<file path="src/hdl/tcws_pkg.sv">
`timescale 1ns / 1ps
`default_nettype none

package tcws_pkg;

  // Glyph cell and font geometry
  localparam int GLYPH_WIDTH      = 8;
  localparam int GLYPH_HEIGHT     = 16;
  localparam int FIRST_GLYPH_CODE = 32;
  localparam int GLYPH_COUNT      = 96;
  localparam int COORD_BITS       = 12;

  // Fixed field widths on the channels
  localparam int POS_W   = 12;
  localparam int DIM_W   = 12;
  localparam int CODE_W  = 8;
  localparam int GLYPH_W = 7;
  localparam int CFG_IDX_W  = 2;
  localparam int CFG_DATA_W = 12;

  // Result queue depth (power of two, at least 2)
  localparam int QDEPTH = 4;

  // Control characters
  localparam logic [CODE_W-1:0] CODE_NUL     = 8'd0;
  localparam logic [CODE_W-1:0] CODE_NEWLINE = 8'd10;
  localparam logic [CODE_W-1:0] CODE_RETURN  = 8'd13;

  // Result kinds
  localparam logic KIND_DRAW   = 1'b0;
  localparam logic KIND_SCROLL = 1'b1;

  // Configuration register indexes
  localparam logic [CFG_IDX_W-1:0] REG_SCREEN_WIDTH    = 2'd0;
  localparam logic [CFG_IDX_W-1:0] REG_SCREEN_HEIGHT   = 2'd1;
  localparam logic [CFG_IDX_W-1:0] REG_DISPLAY_ENABLED = 2'd2;

  localparam logic [DIM_W-1:0] SCREEN_WIDTH_RST  = 12'd640;
  localparam logic [DIM_W-1:0] SCREEN_HEIGHT_RST = 12'd480;

  typedef struct packed {
    logic [DIM_W-1:0] screen_width;
    logic [DIM_W-1:0] screen_height;
    logic             display_enabled;
  } cfg_t;

  typedef struct packed {
    logic               result_kind;
    logic [POS_W-1:0]   pos_x;
    logic [POS_W-1:0]   pos_y;
    logic [GLYPH_W-1:0] glyph_index;
    logic               last_of_run;
  } result_t;

  // Up to two results handed to the queue in one cycle, in order
  typedef struct packed {
    logic [1:0] cnt;
    result_t    res0;
    result_t    res1;
  } push_t;

endpackage

`default_nettype wire

</file>
<file path="src/hdl/tcws_ifs.sv">
`timescale 1ns / 1ps
`default_nettype none

interface tcws_in_if;
  logic        valid;
  logic        ready;
  logic        start_of_string;
  logic [11:0] origin_x;
  logic [11:0] origin_y;
  logic [7:0]  char_code;

  modport source (output valid, start_of_string, origin_x, origin_y, char_code,
                  input ready);
  modport sink   (input valid, start_of_string, origin_x, origin_y, char_code,
                  output ready);
endinterface

interface tcws_out_if;
  logic        valid;
  logic        ready;
  logic        result_kind;
  logic [11:0] pos_x;
  logic [11:0] pos_y;
  logic [6:0]  glyph_index;
  logic        last_of_run;

  modport source (output valid, result_kind, pos_x, pos_y, glyph_index, last_of_run,
                  input ready);
  modport sink   (input valid, result_kind, pos_x, pos_y, glyph_index, last_of_run,
                  output ready);
endinterface

interface tcws_cfg_if;
  logic        valid;
  logic        ready;
  logic [1:0]  index;
  logic [11:0] data;

  modport source (output valid, index, data, input ready);
  modport sink   (input valid, index, data, output ready);
endinterface

`default_nettype wire

</file>
<file path="src/hdl/tcws_cursor.sv">
`timescale 1ns / 1ps
`default_nettype none

module tcws_cursor #(
  parameter int COORD_BITS = tcws_pkg::COORD_BITS
) (
  input  wire logic                         clk,
  input  wire logic                         rst_n,
  input  wire logic                         in_valid,
  output logic                              in_ready,
  input  wire logic                         in_start,
  input  wire logic [tcws_pkg::POS_W-1:0]   in_origin_x,
  input  wire logic [tcws_pkg::POS_W-1:0]   in_origin_y,
  input  wire logic [tcws_pkg::CODE_W-1:0]  in_code,
  input  wire tcws_pkg::cfg_t               cfg,
  input  wire logic                         space_ok,
  output tcws_pkg::push_t                   push
);
  import tcws_pkg::*;

  localparam int BASE_W = (COORD_BITS > DIM_W) ? COORD_BITS : DIM_W;
  localparam int SUM_W  = BASE_W + 8;

  // input word register
  logic                  s1_v_r, s1_v_nxt;
  logic                  s1_start_r;
  logic [POS_W-1:0]      s1_ox_r, s1_oy_r;
  logic [CODE_W-1:0]     s1_code_r;

  // cursor state
  logic [COORD_BITS-1:0] cx_r, cy_r, lm_r;
  logic [COORD_BITS-1:0] cx_nxt, cy_nxt, lm_nxt;

  logic                  fire, load;
  logic [COORD_BITS-1:0] cx0, cy0, lm0;
  logic [SUM_W-1:0]      cx_w, cy_w, sw_w, sh_w, gw_w, gh_w;
  logic [SUM_W-1:0]      nx_w, ny_w;
  logic [9:0]            code_w, off_w;
  logic                  fits, in_font, draw, wrap, adv, scroll;
  result_t               r_draw, r_scroll;

  assign fire     = s1_v_r && space_ok;
  assign in_ready = !s1_v_r || space_ok;
  assign load     = in_valid && in_ready;
  assign s1_v_nxt = load ? 1'b1 : (fire ? 1'b0 : s1_v_r);

  always_ff @(posedge clk) begin
    if (!rst_n) begin
      s1_v_r <= 1'b0;
    end else begin
      s1_v_r <= s1_v_nxt;
    end
  end

  always_ff @(posedge clk) begin
    if (load) begin
      s1_start_r <= in_start;
      s1_ox_r    <= in_origin_x;
      s1_oy_r    <= in_origin_y;
      s1_code_r  <= in_code;
    end
  end

  always_comb begin
    cx0 = s1_start_r ? COORD_BITS'(s1_ox_r) : cx_r;
    lm0 = s1_start_r ? COORD_BITS'(s1_ox_r) : lm_r;
    cy0 = s1_start_r ? COORD_BITS'(s1_oy_r) : cy_r;

    cx_w = SUM_W'(cx0);
    cy_w = SUM_W'(cy0);
    sw_w = SUM_W'(cfg.screen_width);
    sh_w = SUM_W'(cfg.screen_height);
    gw_w = SUM_W'(GLYPH_WIDTH);
    gh_w = SUM_W'(GLYPH_HEIGHT);
    nx_w = cx_w + gw_w;
    ny_w = cy_w + gh_w;

    code_w  = 10'(s1_code_r);
    off_w   = code_w - 10'(FIRST_GLYPH_CODE);
    fits    = (nx_w <= sw_w) && (ny_w <= sh_w);
    in_font = (code_w >= 10'(FIRST_GLYPH_CODE)) && (off_w < 10'(GLYPH_COUNT));
    wrap    = (nx_w + gw_w) > sw_w;
    scroll  = (ny_w + gh_w) > sh_w;

    draw = 1'b0;
    adv  = 1'b0;
    cx_nxt = cx0;
    cy_nxt = cy0;
    lm_nxt = lm0;

    if (s1_code_r == CODE_NEWLINE) begin
      cx_nxt = lm0;
      adv    = 1'b1;
    end else if (s1_code_r == CODE_RETURN) begin
      cx_nxt = lm0;
    end else if (s1_code_r != CODE_NUL) begin
      draw = fits && in_font;
      if (wrap) begin
        cx_nxt = lm0;
        adv    = 1'b1;
      end else begin
        cx_nxt = nx_w[COORD_BITS-1:0];
      end
    end

    // past the bottom the row stays where it was
    if (adv && !scroll) begin
      cy_nxt = ny_w[COORD_BITS-1:0];
    end

    r_draw.result_kind = KIND_DRAW;
    r_draw.pos_x       = POS_W'(cx0);
    r_draw.pos_y       = POS_W'(cy0);
    r_draw.glyph_index = off_w[GLYPH_W-1:0];
    r_draw.last_of_run = !(adv && scroll);

    r_scroll.result_kind = KIND_SCROLL;
    r_scroll.pos_x       = '0;
    r_scroll.pos_y       = '0;
    r_scroll.glyph_index = '0;
    r_scroll.last_of_run = 1'b1;

    push.res0 = draw ? r_draw : r_scroll;
    push.res1 = r_scroll;
    push.cnt  = 2'(draw) + 2'(adv && scroll);
    if (!fire || !cfg.display_enabled) begin
      push.cnt = 2'd0;
    end
  end

  always_ff @(posedge clk) begin
    if (!rst_n) begin
      cx_r <= '0;
      cy_r <= '0;
      lm_r <= '0;
    end else if (fire && cfg.display_enabled) begin
      cx_r <= cx_nxt;
      cy_r <= cy_nxt;
      lm_r <= lm_nxt;
    end
  end

endmodule

`default_nettype wire

</file>
<file path="src/hdl/tcws_res_queue.sv">
`timescale 1ns / 1ps
`default_nettype none

module tcws_res_queue (
  input  wire logic              clk,
  input  wire logic              rst_n,
  input  wire tcws_pkg::push_t   push,
  output logic                   space_ok,
  output logic                   out_valid,
  input  wire logic              out_ready,
  output tcws_pkg::result_t      out_res
);
  import tcws_pkg::*;

  localparam int PTR_W = $clog2(QDEPTH);
  localparam int CNT_W = PTR_W + 1;

  result_t           mem_r [QDEPTH];
  logic [PTR_W-1:0]  wr_ptr_r, wr_ptr_nxt, rd_ptr_r, rd_ptr_nxt;
  logic [CNT_W-1:0]  cnt_r, cnt_nxt;
  logic              pop;

  assign out_valid = (cnt_r != '0);
  assign pop       = out_valid && out_ready;
  assign out_res   = mem_r[rd_ptr_r];
  assign space_ok  = (cnt_r <= CNT_W'(QDEPTH - 2));

  assign wr_ptr_nxt = wr_ptr_r + PTR_W'(push.cnt);
  assign rd_ptr_nxt = rd_ptr_r + PTR_W'(pop);
  assign cnt_nxt    = cnt_r + CNT_W'(push.cnt) - CNT_W'(pop);

  always_ff @(posedge clk) begin
    if (!rst_n) begin
      wr_ptr_r <= '0;
      rd_ptr_r <= '0;
      cnt_r    <= '0;
    end else begin
      wr_ptr_r <= wr_ptr_nxt;
      rd_ptr_r <= rd_ptr_nxt;
      cnt_r    <= cnt_nxt;
    end
  end

  always_ff @(posedge clk) begin
    unique case (push.cnt)
      2'd1: begin
        mem_r[wr_ptr_r] <= push.res0;
      end
      2'd2: begin
        mem_r[wr_ptr_r]               <= push.res0;
        mem_r[wr_ptr_r + PTR_W'(1)]   <= push.res1;
      end
      default: begin
      end
    endcase
  end

endmodule

`default_nettype wire

</file>
<file path="src/hdl/text_cursor_wrap_scroll.sv">
// Text console cursor: turns a stream of character codes into draw-glyph and
// scroll commands for a pixel framebuffer.
// in_if  : one character word per handshake (start flag, origin, code).
// out_if : command words; a character gives zero, one or two (draw, then
//          scroll), last_of_run marks the final word of a character.
// cfg_if : register writes (screen width, height, display enable), always
//          ready; write only while the block is idle.
// Path: a taken word sits in the input register, is worked out and written
// into the result queue once it has room, then shows on out_if from there.
// Throughput: one character per cycle while the queue has room, set by the
// single cursor update between input register and result queue; two-command
// characters are limited by the output side at one command per cycle.
// Reset (rst_n low, synchronous) zeroes cursor and margin, empties the queue
// and loads width 640, height 480, display disabled.
// When the receiver stalls, commands collect in a 4-word queue; in_ready
// drops once fewer than two slots are free, so nothing is lost.
`timescale 1ns / 1ps
`default_nettype none

module text_cursor_wrap_scroll #(
  parameter int COORD_BITS = tcws_pkg::COORD_BITS
) (
  input  wire logic   clk,
  input  wire logic   rst_n,
  tcws_in_if.sink     in_if,
  tcws_out_if.source  out_if,
  tcws_cfg_if.sink    cfg_if
);
  import tcws_pkg::*;

  cfg_t     cfg_r;
  logic     space_ok;
  push_t    push;
  result_t  out_res;

  // register file
  assign cfg_if.ready = 1'b1;

  always_ff @(posedge clk) begin
    if (!rst_n) begin
      cfg_r.screen_width    <= SCREEN_WIDTH_RST;
      cfg_r.screen_height   <= SCREEN_HEIGHT_RST;
      cfg_r.display_enabled <= 1'b0;
    end else if (cfg_if.valid) begin
      unique case (cfg_if.index)
        REG_SCREEN_WIDTH:    cfg_r.screen_width    <= cfg_if.data;
        REG_SCREEN_HEIGHT:   cfg_r.screen_height   <= cfg_if.data;
        REG_DISPLAY_ENABLED: cfg_r.display_enabled <= cfg_if.data[0];
        default: begin
        end
      endcase
    end
  end

  // cursor update and command generation
  tcws_cursor #(
    .COORD_BITS (COORD_BITS)
  ) u_cursor (
    .clk         (clk),
    .rst_n       (rst_n),
    .in_valid    (in_if.valid),
    .in_ready    (in_if.ready),
    .in_start    (in_if.start_of_string),
    .in_origin_x (in_if.origin_x),
    .in_origin_y (in_if.origin_y),
    .in_code     (in_if.char_code),
    .cfg         (cfg_r),
    .space_ok    (space_ok),
    .push        (push)
  );

  // command queue toward the receiver
  tcws_res_queue u_queue (
    .clk       (clk),
    .rst_n     (rst_n),
    .push      (push),
    .space_ok  (space_ok),
    .out_valid (out_if.valid),
    .out_ready (out_if.ready),
    .out_res   (out_res)
  );

  assign out_if.result_kind = out_res.result_kind;
  assign out_if.pos_x       = out_res.pos_x;
  assign out_if.pos_y       = out_res.pos_y;
  assign out_if.glyph_index = out_res.glyph_index;
  assign out_if.last_of_run = out_res.last_of_run;

endmodule

`default_nettype wire
</file>
<file path="src/flat_wrapper.sv">
// flat-port wrapper written by rule: the top's interface ports become plain ports
module text_cursor_wrap_scroll_flat import tcws_pkg::*;
#(
  parameter int COORD_BITS = tcws_pkg::COORD_BITS
)
  (clk, rst_n, in_if_valid, in_if_start_of_string, in_if_origin_x, in_if_origin_y, in_if_char_code, in_if_ready, out_if_valid, out_if_result_kind, out_if_pos_x, out_if_pos_y, out_if_glyph_index, out_if_last_of_run, out_if_ready, cfg_if_valid, cfg_if_index, cfg_if_data, cfg_if_ready);
  tcws_in_if in_if_i ();
  tcws_out_if out_if_i ();
  tcws_cfg_if cfg_if_i ();
  input  wire logic clk;
  input  wire logic rst_n;
  input wire logic [$bits(in_if_i.valid)-1:0] in_if_valid;
  input wire logic [$bits(in_if_i.start_of_string)-1:0] in_if_start_of_string;
  input wire logic [$bits(in_if_i.origin_x)-1:0] in_if_origin_x;
  input wire logic [$bits(in_if_i.origin_y)-1:0] in_if_origin_y;
  input wire logic [$bits(in_if_i.char_code)-1:0] in_if_char_code;
  output wire logic [$bits(in_if_i.ready)-1:0] in_if_ready;
  output wire logic [$bits(out_if_i.valid)-1:0] out_if_valid;
  output wire logic [$bits(out_if_i.result_kind)-1:0] out_if_result_kind;
  output wire logic [$bits(out_if_i.pos_x)-1:0] out_if_pos_x;
  output wire logic [$bits(out_if_i.pos_y)-1:0] out_if_pos_y;
  output wire logic [$bits(out_if_i.glyph_index)-1:0] out_if_glyph_index;
  output wire logic [$bits(out_if_i.last_of_run)-1:0] out_if_last_of_run;
  input wire logic [$bits(out_if_i.ready)-1:0] out_if_ready;
  input wire logic [$bits(cfg_if_i.valid)-1:0] cfg_if_valid;
  input wire logic [$bits(cfg_if_i.index)-1:0] cfg_if_index;
  input wire logic [$bits(cfg_if_i.data)-1:0] cfg_if_data;
  output wire logic [$bits(cfg_if_i.ready)-1:0] cfg_if_ready;
  assign in_if_i.valid = in_if_valid;
  assign in_if_i.start_of_string = in_if_start_of_string;
  assign in_if_i.origin_x = in_if_origin_x;
  assign in_if_i.origin_y = in_if_origin_y;
  assign in_if_i.char_code = in_if_char_code;
  assign in_if_ready = in_if_i.ready;
  assign out_if_valid = out_if_i.valid;
  assign out_if_result_kind = out_if_i.result_kind;
  assign out_if_pos_x = out_if_i.pos_x;
  assign out_if_pos_y = out_if_i.pos_y;
  assign out_if_glyph_index = out_if_i.glyph_index;
  assign out_if_last_of_run = out_if_i.last_of_run;
  assign out_if_i.ready = out_if_ready;
  assign cfg_if_i.valid = cfg_if_valid;
  assign cfg_if_i.index = cfg_if_index;
  assign cfg_if_i.data = cfg_if_data;
  assign cfg_if_ready = cfg_if_i.ready;
  text_cursor_wrap_scroll #(.COORD_BITS(COORD_BITS)) u_core (.clk(clk), .rst_n(rst_n), .in_if(in_if_i), .out_if(out_if_i), .cfg_if(cfg_if_i));
endmodule
</file>
<file path="config.mk">
export PLATFORM = sky130hd
export DESIGN_NAME = text_cursor_wrap_scroll_flat
export DESIGN_NICKNAME = d
export VERILOG_FILES = /design/src/hdl/tcws_pkg.sv /design/src/hdl/tcws_ifs.sv /design/src/hdl/tcws_cursor.sv /design/src/hdl/tcws_res_queue.sv /design/src/hdl/text_cursor_wrap_scroll.sv /design/src/flat_wrapper.sv
export SDC_FILE = /design/constraint.sdc
export NUM_CORES = 1
export LEC_CHECK = 0
export ABC_AREA = 0
export BUFFER_PORTS_ARGS = -buffer_cell sky130_fd_sc_hd__buf_2
export CAP_MARGIN = 20
export CORE_UTILIZATION = 25
export DETAILED_ROUTE_END_ITERATION = 12
export SYNTH_ARGS = -nofsm -noshare
export SYNTH_HDL_FRONTEND = slang
export SYNTH_SLANG_ARGS = --single-unit
</file>
<file path="constraint.sdc">
create_clock -name clk -period 6 [get_ports clk]
set_input_delay 1.2 -clock clk [delete_from_list [all_inputs] [get_ports clk]]
set_output_delay 1.2 -clock clk [all_outputs]
set_load 0.03 [all_outputs]
</file>
**Yosys cells after proc, flatten, opt, wreduce, memory -nomap -nowiden**

Memories as Yosys holds them, arrays and structs flattened. A register that Yosys moved wholly into a read port is not among the register bits.
Index checks and enable logic that the tools add are counted.

- Register bits: 102
- Bits in latches: 0
- Memory bits (writable): 132
- Memory bits (read-only): 0
- Input port bits: 52
- Output and inout bits: 36
- Word-level logic and storage cells: 88
- Memories: 1

Memories:

| name | depth | width | rd ports | clocked after Yosys merged registers in | wr ports | RTL line | source |
|---|---|---|---|---|---|---|---|
| u_core.u_queue.mem_r | 4 | 33 | 1 | 1 | 2 | tcws_res_queue.sv:18 | `result_t mem_r [QDEPTH];` |

- Add/sub/neg operators: 11
- Multipliers: 0
- Div/mod/pow operators: 0
- Magnitude comparators: 7
- Equal/unequal tests: 6
- Shifts and indexed selects: 0
- Muxes and demuxes: 25
- Bitwise operators: 1
- Reduce and logical (&&, ||, !) cells: 23

Operators by type and width:

| cell | number |
|---|---|
| $mux 12 | 8 |
| $mux 33 | 2 |
| $gt 14x12->1 | 2 |
| $le 13x12->1 | 2 |
| $eq 8x4->1 const B | 2 |
| $add 13x4->14 const B | 1 |
| $add 13x5->14 const B | 1 |
| $add 12x4->13 const B | 1 |
| $add 12x5->13 const B | 1 |
| $mux 1 | 13 |
| $lt 10x7->1 const B | 1 |
| $logic_and 1x1->1 | 9 |
| $sub 8x6->9 const B | 1 |
| $ge 8x6->1 const B | 1 |
| $reduce_bool 8->1 | 1 |
| $reduce_and 2->1 | 3 |
| $logic_not 1->1 | 5 |
| $eq 2x1->1 const B | 2 |
| $eq 2x2->1 const B | 2 |
| $mux 2 | 2 |
| $add 3x2->3 | 1 |
| $le 3x2->1 const B | 1 |
| $reduce_bool 3->1 | 1 |
| $sub 3x1->3 | 1 |
| 8 further kinds | 9 |

**Depth between registers and ports, before layout**

Gate-level depths: netlist of the first run.

- Depth in word-level cells: 15
- Gate-level depth with buffers: 33
- Depth with buffers taken out: 28

**Modules after synthesis**

A second synthesis of the first run with hierarchy kept.

- Cells, all modules: 1100
- Area, all modules: 13351.6 µm²

By module, submodules not included:

| module | times used | cells each | area each (µm²) |
|---|---|---|---|
| tcws_res_queue | 1 | 364 | 6792.8 |
| tcws_cursor | 1 | 631 | 5521.5 |
| text_cursor_wrap_scroll | 1 | 105 | 1037.2 |

**Worst setup path after synthesis of the first run**

No wires, ideal clock.

- Path kind: register to register
- Start: register u_core.u_cursor.s1_start_r
- End: memory u_core.u_queue.mem_r[0][18] (netlist name)
- Arrival time: 5.856 ns
- Data required time: 5.854 ns
- Path slack: -0.002 ns
- Stages on the path, launching flop included: 31
- Cell sequence: edfxtp_1 > buf_6 > buf_6 > buf_2 > mux2i_1 > inv_1 > ha_1 > nand4_1 > a211oi_2 > xnor2_1 > and2_4 > nand2_1 > xnor2_1 > ha_1 > nand4_1 > o211ai_1 > o31a_1 > a311o_4 > o311a_4 > o21ai_4 > nor2_1 > ha_1 > nand2_1 > ha_1 > or2_2 > clkbuf_1 > nor2_1 > a31oi_1 > clkbuf_1 > nand2_1 > o21ai_0

RTL lines:

| element | RTL line | source |
|---|---|---|
| from (decl) | tcws_cursor.sv:26 | `logic s1_start_r;` |
| from (signal assigned) | tcws_cursor.sv:57 | `s1_start_r <= in_start;` |
| to (decl) | tcws_res_queue.sv:18 |  |

==> results of run 1 <==
## power by group through the flow
| stage | Sequential (mW) | Combinational (mW) | Clock (mW) |
|---|---|---|---|
| 2_1_floorplan | 1.71 | 0.492 | 0 |
| 3_3_place_gp | 1.74 | 0.710 | 0 |
| 3_5_place_dp | 1.74 | 0.719 | 0 |
| 4_1_cts | 1.70 | 0.724 | 1.73 |
| 5_1_grt | 1.71 | 0.794 | 1.80 |
| 6_report | 1.70 | 0.719 | 1.69 |
## stage by stage
stage          setup slack, ns  util (%)  setup TNS (ns)
6_report                 0.366      30.8               0
5_1_grt                0.00494      30.8               0
4_1_cts                  0.256      30.7               0
3_5_place_dp             0.272      28.6               0
3_3_place_gp          -0.00651      28.6         -0.0363
2_1_floorplan           0.0621         -               0
## logic make-up (layout without fill, tap and decap cells)
| logic type | count (synthesis) | after routing |
|---|---|---|
| and+or+nand+nor | 359 | 359 |
| AOI/OAI and AO/OA | 303 | 303 |
| DFF | 234 | 234 |
| buffers and inverters | 128 | 266 |
| muxes | 68 | 68 |
| adders and majority gates | 58 | 58 |
| xor gates and xnor gates | 31 | 31 |
| other | 1 | 1 |
## synthesized netlist by cell type, types with 7 or more instances
master,instances
nand4_1,11
inv_1,59
o21ai_0,80
dfxtp_1,201
nand2_1,223
nor2b_1,8
a21o_1,8
mux2i_2,9
nand3_1,35
mux4_2,33
buf_2,9
a21oi_1,46
a31oi_1,7
nor3_1,11
o21ai_1,75
xnor2_1,22
and2_1,11
clkbuf_1,46
a21boi_0,26
ha_1,57
mux2i_1,24
o211ai_1,12
edfxtp_1,33
xor2_1,9
nor2_1,10
o211a_1,12
## critical path: cells and delay by family, from the launching register on
family / cells / cell delay, ns
mux: 1 / 0.23
simple gates: 10 / 1.30
xor+xnor: 2 / 0.34
buf+inv: 3 / 0.46
fa+ha+maj: 4 / 1.16
compound gates: 8 / 1.48
flops: 1 / 0.50
## flip-flops by register name, indices dropped and copies added, names as in the netlist, 8 cells and up
register	cells
u_core.u_queue.mem_r	132
u_core.cfg_r	25
u_core.u_cursor.cx_r	12
u_core.u_cursor.cy_r	12
u_core.u_cursor.lm_r	12
u_core.u_cursor.s1_ox_r	12
u_core.u_cursor.s1_oy_r	12
u_core.u_cursor.s1_code_r	8
## routing by layer
layer / vias to the layer above / wire (um)
li1: 4441 / -
met1: 4373 / 15000
met2: 213 / 14700
met3: 53 / 1470
met4: 2 / 796
met5: - / 8
## layout by cell type, fill, tap and decap left out, drive strengths merged, types with 12 or more instances in the layout
| cell type | n |
|---|---|
| edfxtp | 33 |
| o211ai | 12 |
| o21ai | 156 |
| inv | 63 |
| nand2 | 224 |
| xnor2 | 22 |
| and2 | 12 |
| ha | 57 |
| clkbuf | 37 |
| nor3 | 12 |
| buf | 156 |
| mux4 | 33 |
| mux2i | 35 |
| dfxtp | 201 |
| a21boi | 28 |
| nand3 | 35 |
| o211a | 12 |
| a21oi | 46 |
## area by class of cell
cell class	instances	area, um^2	area share (%)
multi-input cells	820	5730	42.0
flip-flops and latches	234	5020	36.8
repair buffers	156	1000	7.34
clock buffers	37	774	5.68
well taps	592	741	5.43
inverters	61	229	1.68
clock inverters	12	144	1.06
## repair_timing
item | in CTS | in global routing
buffers inserted | 0 | 2
setup endpoints to repair | 0 | 111
gates resized for setup | 0 | 6
## path summary, 6_finish.rpt
check,slack [ns],cells after the start,startpoint,endpoint
worst max-delay path,0.37,28,u_core.u_cursor.s1_start_r,u_core.u_queue.mem_r[2][20]
worst min-delay path,0.45,2,u_core.u_queue.mem_r[2][19],u_core.u_queue.mem_r[2][19]
worst max register to register,0.37,28,u_core.u_cursor.s1_start_r,u_core.u_queue.mem_r[2][20]
worst min register to register,0.45,2,u_core.u_queue.mem_r[2][19],u_core.u_queue.mem_r[2][19]
==> metrics.txt, run 1 <==
clock skew=0.0229 ns; Worst slew margin=27.7%; Max Clk Rate=178 MHz; Clk Latency, worst-skew pair=0.54 ns; clock root buffer=clkbuf_16; met3 global-route usage=1.91%; status=completed; fraction of layout cells with a size suffix above 1=20.2%; Tcrit/Tclk final=93.9%; crit path DAT=6.01 ns; final cell count without fillers=1912; Die Y=214 um; Avg Vias per Cell=4.75; first-pass GRT wire length=50.6 mm; port bufs=86; total congestion overflow=0; CP endpoint kind=flip-flop; n_diodes=0; PwrDens=302 mW/mm^2; post-layout minimum cycle time=5.63 ns; clock transition at the registers of the reported paths=0.06 ns; Synth Register Bits=234; number of synthesized flops with an enable pin=33; post-synthesis xor/xnor area fraction=2.41%; initial core utilization=25.4%; top cell type's share of synthesized area=35.8%; post-synthesis mux area share=10.2%; synthesized area per cell=9.51 um^2; Synth area leaders=dfxtp_1 36%, edfxtp_1 8.8%, nand2_1 7.4%; vias in the first global route=8926; # placed instances=1861; post-DP HPWL=23.1 mm; busiest grt layer=met2; number of max-cap violations=0; final instance area=0.0136 mm^2; Yosys warnings=0; Tot Pwr=4.11 mW; Adder-Cell Fraction of Synth Area=6.52%; global routing usage on met2=22.3%; crit path launch type=flip-flop; Nets=1410; Crit-path slowest cell=edfxtp_1; dominant synthesized flop cell=dfxtp_1; sequential share of the synthesized area=44.6%; DR iter-0 viols=504; crit-path max FO=32; IO Count=88; Hold WC Path Type=reg2reg; largest net degree at the start of global routing=50; placed inst area=0.0127 mm^2; Post-CTS Hold Buffers=0; critical path class=reg2reg; Netlist cell types=75; CP most frequent cell=nand2_1; Clock Power Share=41.1%; Critical Path RT=6.37 ns; GRT Total Usage=13.8%; core footprint=0.0443 mm^2; Peak VDD IR=0.153 mV; Post-Synth Simple-Gate Area=14.9%; Post-Route WL=31.9 mm; Die X=214 um; Mapped Cells=1182; sw frac=27.5%; Post-route DRC=0; Max Slew Vio Count=0; Sw Pwr=1.13 mW; Synth Area in Compound Gates=16.6%; TritonCTS Buffers=27; crit-path max cell delay=0.50 ns; number of nets with antenna violations after routing=0; largest family of logic cells by synthesized area=compound AO/OA/AOI/OAI gates; RSZ-0062 raised after global routing=false; Async S/R FF share, synth=0%; Hold Fails Final Rpt=0; clock sinks=234; Leakage=5.52 nW; cell taking the most area after synthesis=dfxtp_1; first drt pass iteration count=6; Setup violations, final=0; DR WL/cell=16.7 um; mapped cell area=0.0112 mm^2; Int Pwr=2.98 mW; initial antenna violation count=2; clk buf depth=3; layout overhead on the synthesized area=21.2%; Comb power frac=17.5%; Die ar.=0.0458 mm^2; Fill cells=4661; syn_nets=1292; worst hold margin=0.446 ns; CTS H-tree lvls=1; via count=9082; CTS tree=done; # rows=77; gpl congestion=0.885; Worst-Margin Slew=1.08 ns; Flop pwr share=41.4%; met1 usage=19.0%
(Power assumes the default switching activity.)
==> run 2: changes to the inputs <==
--- a/config.mk
+++ b/config.mk
@@ -10,6 +10,7 @@
 export CAP_MARGIN = 20
 export CORE_UTILIZATION = 25
 export DETAILED_ROUTE_END_ITERATION = 12
+export PLACE_DENSITY_LB_ADDON = 0.2
 export SYNTH_ARGS = -nofsm -noshare
 export SYNTH_HDL_FRONTEND = slang
 export SYNTH_SLANG_ARGS = --single-unit
==> metrics.txt, run 2 (synthesis results as in run 1) <==
status=completed; CP endpoint kind=flip-flop; delay-heaviest family, CP=simple AND/OR/NAND/NOR gates; DR iter-0 viols=455 (-9.7%); Max Slew Vio Count=0 (unchanged); gpl congestion=0.873 (-1.3%); post-DP HPWL=24.2 mm (+4.8%); Max Clk Rate=176 MHz (-0.96%); CTS resizes=0 (unchanged); post-layout minimum cycle time=5.69 ns (+0.0545 ns); core footprint=0.0443 mm^2 (unchanged); # placed instances=1870 (+0.48%); crit path DAT=6.11 ns (+0.10 ns); clock sinks=234 (unchanged); crit path buf inv count=3 (unchanged); Setup crit start=u_core.u_cursor.s1_start_r; Reg2Reg Setup Slack=0.31 ns (-0.05 ns); DR WL/cell=17.5 um (+4.5%); Nets=1419 (+0.64%); Avg Vias per Cell=4.66 (-1.9%); met1 usage=20.2% (+1.3 points); Post-route DRC=0 (unchanged); # rows=77 (unchanged); port bufs=86 (unchanged); Post-Route WL=33.6 mm (+5.1%); met3 global-route usage=2.06% (+0.14 points); Critical Path RT=6.42 ns (+0.05 ns); largest net degree at the start of global routing=86 (+72%); setup TNS=0 ns (unchanged); Worst slew margin=35.4% (+7.7 points); Leakage=5.59 nW (+1.2%); CTS tree=done; max reg flops=132 (unchanged); Clk Latency, worst-skew pair=0.56 ns (+0.02 ns); top flop regs=u_core.u_queue.mem_r: 132 flops, u_core.cfg_r: 25 flops; number of nets with antenna violations after routing=0 (unchanged); WP depth=27 (-3.6%); Peak VDD IR=0.189 mV (+24%); clk buf depth=3 (unchanged); FF-to-FF End=u_core.u_queue.mem_r[0][25]; Setup violations, final=0 (unchanged); critical path class=reg2reg; crit path launch type=flip-flop; Die X=214 um (unchanged); most common cell after layout, fill and taps aside=nand2_1; initial core utilization=25.4% (unchanged); Post-CTS Hold Buffers=0 (unchanged); clock transition at the registers of the reported paths=0.06 ns (about the same); GRT Total Usage=14.5% (+0.75 points); crit-path max FO=15 (-53%); via count=8958 (-1.4%); Worst-Margin Slew=0.969 ns (-0.115 ns); vias in the first global route=8965 (+0.44%); PwrDens=303 mW/mm^2 (+0.48%); Crit-path slowest cell=edfxtp_1; Tcrit/Tclk final=94.8% (+0.91 points); Die ar.=0.0458 mm^2 (unchanged); final cell count without fillers=1923 (+0.58%); CTS H-tree lvls=1 (unchanged); crit-path max cell delay=0.50 ns (about the same); clock root buffer=clkbuf_16; RSZ-0062 raised after global routing=true; reg2reg start=u_core.u_cursor.s1_start_r; clock skew=0.0110 ns (-0.0119 ns); Hold WC Path Type=reg2reg; busiest grt layer=met2; TritonCTS Buffers=28 (+3.7%); first drt pass iteration count=5 (-1); Fill cells=4718 (+1.2%); first-pass GRT wire length=52.4 mm (+3.6%); most frequent cells in the layout=223 x nand2_1, 199 x dfxtp_1, 86 x buf_2; Reg2Reg Depth=27 (-3.6%); fraction of layout cells with a size suffix above 1=21.0% (+0.73 points); global routing usage on met2=23.2% (+0.90 points); CP endpoint=u_core.u_queue.mem_r[0][25]; most flop-heavy register=u_core.u_queue.mem_r; IO Count=88 (unchanged); Die Y=214 um (unchanged); layout overhead on the synthesized area=22.6%; Hold Fails Final Rpt=0 (unchanged); post-CTS setup buffer count=0 (unchanged); total congestion overflow=0 (unchanged); n_diodes=0 (unchanged); initial antenna violation count=0 (-2); CP most frequent cell=nand2_1; number of max-cap violations=0 (unchanged)
run 2: worst min-delay path, cell delays in order, from the launching register on:
cell     delay (ns)
dfxtp_1        0.32
nand2_1        0.04
o21ai_0        0.05
run 2: worst min path at each step:
stage,cells past startpoint,startpoint,slack (ns),end
2_1_floorplan,2,u_core.u_queue.mem_r[1][10],0.42,u_core.u_queue.mem_r[1][10]
3_3_place_gp,2,u_core.u_queue.mem_r[1][30],0.43,u_core.u_queue.mem_r[1][30]
3_5_place_dp,2,u_core.u_queue.mem_r[1][30],0.44,u_core.u_queue.mem_r[1][30]
4_1_cts,2,u_core.u_queue.mem_r[3][11],0.45,u_core.u_queue.mem_r[3][11]
5_1_grt,2,u_core.u_queue.mem_r[1][7],0.46,u_core.u_queue.mem_r[1][7]
6_report,2,u_core.u_queue.mem_r[1][30],0.45,u_core.u_queue.mem_r[1][30]
run 2: layer usage:
metal | up-vias | share of wire, %
li1 | 4465 | -
met5 | - | 0
met1 | 4304 | 49
met2 | 146 | 45
met3 | 43 | 3.5
met4 | 0 | 2.4
run 2: cell type report:
class	instances	area (um^2)	share of cell area [%]
inverter	61	229	1.66
multi-input combinational	820	5750	41.7
tap	592	741	5.37
clock buffer	44	907	6.58
clock inverter	8	51.3	0.372
sequential	234	5020	36.4
timing repair buffer	164	1090	7.94
run 2: report_power, final:
| part | total (mW) | internal [mW] | switching, mW |
|---|---|---|---|
| Clock | 1.74 | 1.04 | 0.696 |
| Combinational | 0.723 | 0.301 | 0.422 |
| Sequential | 1.72 | 1.65 | 0.0642 |
run 2: through the flow:
step                      utilization (%)  hold WS [ns]  total power, mW  area, um^2  worst slack [ns]
final                                31.1         0.446             4.18       13800             0.312
after detailed placement             28.8         0.437             2.47       12800             0.217
after global routing                 31.1         0.461             4.38       13800          -0.00574
after CTS                            31.0         0.448             4.24       13700             0.165
after floorplan                         -         0.420             2.21       11200            0.0621
after global placement               28.8         0.429             2.47       12800             0.213
==> run 3: changes to the inputs <==
--- a/config.mk
+++ b/config.mk
@@ -10,6 +10,7 @@
 export CAP_MARGIN = 20
 export CORE_UTILIZATION = 25
 export DETAILED_ROUTE_END_ITERATION = 12
+export MAX_ROUTING_LAYER = met4
 export PLACE_DENSITY_LB_ADDON = 0.2
 export SYNTH_ARGS = -nofsm -noshare
 export SYNTH_HDL_FRONTEND = slang
==> metrics.txt, run 3 (synthesis results as in run 1) <==
most common cell after layout, fill and taps aside=nand2_1; Post-route DRC=0 (unchanged); DR WL/cell=17.5 um (+0.19%); Post-CTS Hold Buffers=0 (unchanged); Hold Fails Final Rpt=0 (unchanged); CP most frequent cell=nand2_1; # placed instances=1870 (unchanged); delay-heaviest family, CP=simple AND/OR/NAND/NOR gates; crit-path max FO=15 (unchanged); Hold WC Path Type=reg2reg; Post-Route WL=33.7 mm (+0.19%); # rows=77 (unchanged); crit path launch type=flip-flop; Avg Vias per Cell=4.68 (+0.48%); initial core utilization=25.4% (unchanged); Setup violations, final=0 (unchanged); Worst slew margin=34.0% (-1.3 points); IO Count=88 (unchanged); Max Clk Rate=176 MHz (+0.31%); CP endpoint kind=flip-flop; RSZ-0062 raised after global routing=true; CTS H-tree lvls=1 (unchanged); clock transition at the registers of the reported paths=0.06 ns (about the same); Worst Hold Launch=u_core.u_queue.mem_r[1][30]; sw frac=28.3% (about the same); post-CTS setup buffer count=0 (unchanged); fraction of layout cells with a size suffix above 1=21.0% (unchanged); core footprint=0.0443 mm^2 (unchanged); largest net degree at the start of global routing=86 (unchanged); max reg flops=132 (unchanged); clk buf depth=3 (unchanged); status=completed; reg2reg start=u_core.u_cursor.s1_start_r; Reg2Reg Setup Slack=0.33 ns (+0.02 ns); Die ar.=0.0458 mm^2 (unchanged); most flop-heavy register=u_core.u_queue.mem_r; Clock Power Share=41.6% (about the same); CTS tree=done; clock sinks=234 (unchanged); Tcrit/Tclk final=94.5% (-0.29 points); critical path class=reg2reg; PwrDens=303 mW/mm^2 (about the same); worst hold margin=0.446 ns (+0.000308 ns); Worst-Margin Slew=0.989 ns (+0.0202 ns); Die X=214 um (unchanged); GRT Total Usage=15.0% (+0.46 points); vias in the first global route=8959 (-0.067%); most frequent cells in the layout=223 x nand2_1, 199 x dfxtp_1, 86 x buf_2; layout overhead on the synthesized area=22.6% (unchanged); first drt pass iteration count=5 (unchanged); DR iter-0 viols=421 (-7.5%); Tot Pwr=4.18 mW (about the same); worst hold endpoint=u_core.u_queue.mem_r[1][30]; Max Slew Vio Count=0 (unchanged); Clk Latency, worst-skew pair=0.56 ns (about the same); final cell count without fillers=1923 (unchanged); Die Y=214 um (unchanged); crit path DAT=6.09 ns (-0.02 ns); port bufs=86 (unchanged); Sw Pwr=1.18 mW (about the same); Int Pwr=3.00 mW (about the same); Critical Path RT=6.42 ns (about the same); FF-to-FF End=u_core.u_queue.mem_r[0][25]; via count=9001 (+0.48%); Nets=1419 (unchanged); Leakage=5.59 nW (unchanged); Comb power frac=17.3% (about the same); top flop regs=u_core.u_queue.mem_r: 132 flops, u_core.cfg_r: 25 flops; Peak VDD IR=0.188 mV (-0.62%); clock root buffer=clkbuf_16; post-DP HPWL=24.2 mm (unchanged); gpl congestion=0.888 (+1.6%); Reg2Reg Depth=27 (unchanged); post-layout minimum cycle time=5.67 ns (-0.0173 ns); total congestion overflow=0 (unchanged); Crit-path slowest cell=edfxtp_1; hold depth=2 (unchanged); first-pass GRT wire length=52.4 mm (about the same); n_diodes=0 (unchanged); clock skew=0.0134 ns (+0.00240 ns); crit path buf inv count=3 (unchanged); initial antenna violation count=0 (unchanged); number of nets with antenna violations after routing=0 (unchanged); number of max-cap violations=0 (unchanged); TritonCTS Buffers=28 (unchanged); Flop pwr share=41.1% (about the same); crit-path max cell delay=0.50 ns (about the same)
-- run 3: cell counts in the layout (fill, tap and decap cells not counted) --
No cell type changed its count.
-- run 3: area by class of cell --
cell class | instances | area (um^2)
tap | 592 | 741
timing repair buffer | 164 | 1090
multi-input combinational | 820 | 5750
clock buffer | 44 | 907
clock inverter | 8 | 51.3
fill | 4718 | 30500
sequential | 234 | 5020
inverter | 61 | 229
-- run 3: power groups by stage --
stage	registers (mW)	logic, mW	clock network [mW]
floorplan	1.71	0.492	0
detailed placement	1.80	0.671	0
finish	1.72	0.723	1.74
global route	1.73	0.792	1.86
CTS	1.77	0.675	1.80
global placement	1.80	0.670	0
-- run 3: how the worst max path moves through the flow --
stage                          startpoint                     endpoint  slack, ns  cells past startpoint
6_report       u_core.u_cursor.s1_start_r  u_core.u_queue.mem_r[0][25]       0.33                     27
3_5_place_dp   u_core.u_cursor.s1_start_r  u_core.u_queue.mem_r[0][10]       0.22                     27
4_1_cts        u_core.u_cursor.s1_start_r  u_core.u_queue.mem_r[0][10]       0.17                     27
2_1_floorplan  u_core.u_cursor.s1_start_r  u_core.u_queue.mem_r[0][18]       0.06                     30
5_1_grt        u_core.u_cursor.s1_start_r  u_core.u_queue.mem_r[2][28]     -0.008                     27
3_3_place_gp   u_core.u_cursor.s1_start_r   u_core.u_queue.mem_r[0][3]       0.21                     25
-- run 3: layer usage --
| layer | GRT usage [%] | vias to the layer above | routed length [um] |
|---|---|---|---|
| met1 | 20.4 | 4356 | 16600 |
| met5 | - | - | 0 |
| met3 | 1.94 | 46 | 1150 |
| li1 | - | 4464 | - |
| met2 | 23.2 | 135 | 15100 |
| met4 | 4.29 | 0 | 826 |
-- run 3: what timing repair did --
action | 4_1_cts | 5_1_grt
endpoints found under the hold margin | 0 | 0
resized for setup | 0 | 8
endpoints found under the setup margin | 0 | 66
-- run 3: tightest hold or removal path, delay by kind of cell (launching register included) --
family	cells	cell delay, ns
flip-flops	1	0.32
AO/OA/AOI/OAI	1	0.05
AND/OR/NAND/NOR	1	0.04
-- run 3: per-stage QoR --
| stage | setup TNS [ns] | cell area (um^2) | utilization [%] | setup slack (ns) |
|---|---|---|---|---|
| after floorplan | 0 | 11200 | - | 0.0621 |
| after global placement | 0 | 12800 | 28.8 | 0.213 |
| after detailed placement | 0 | 12800 | 28.8 | 0.217 |
| after CTS | 0 | 13700 | 31.0 | 0.165 |
| after global routing | -0.0258 | 13800 | 31.1 | -0.00784 |
| final | 0 | 13800 | 31.1 | 0.329 |
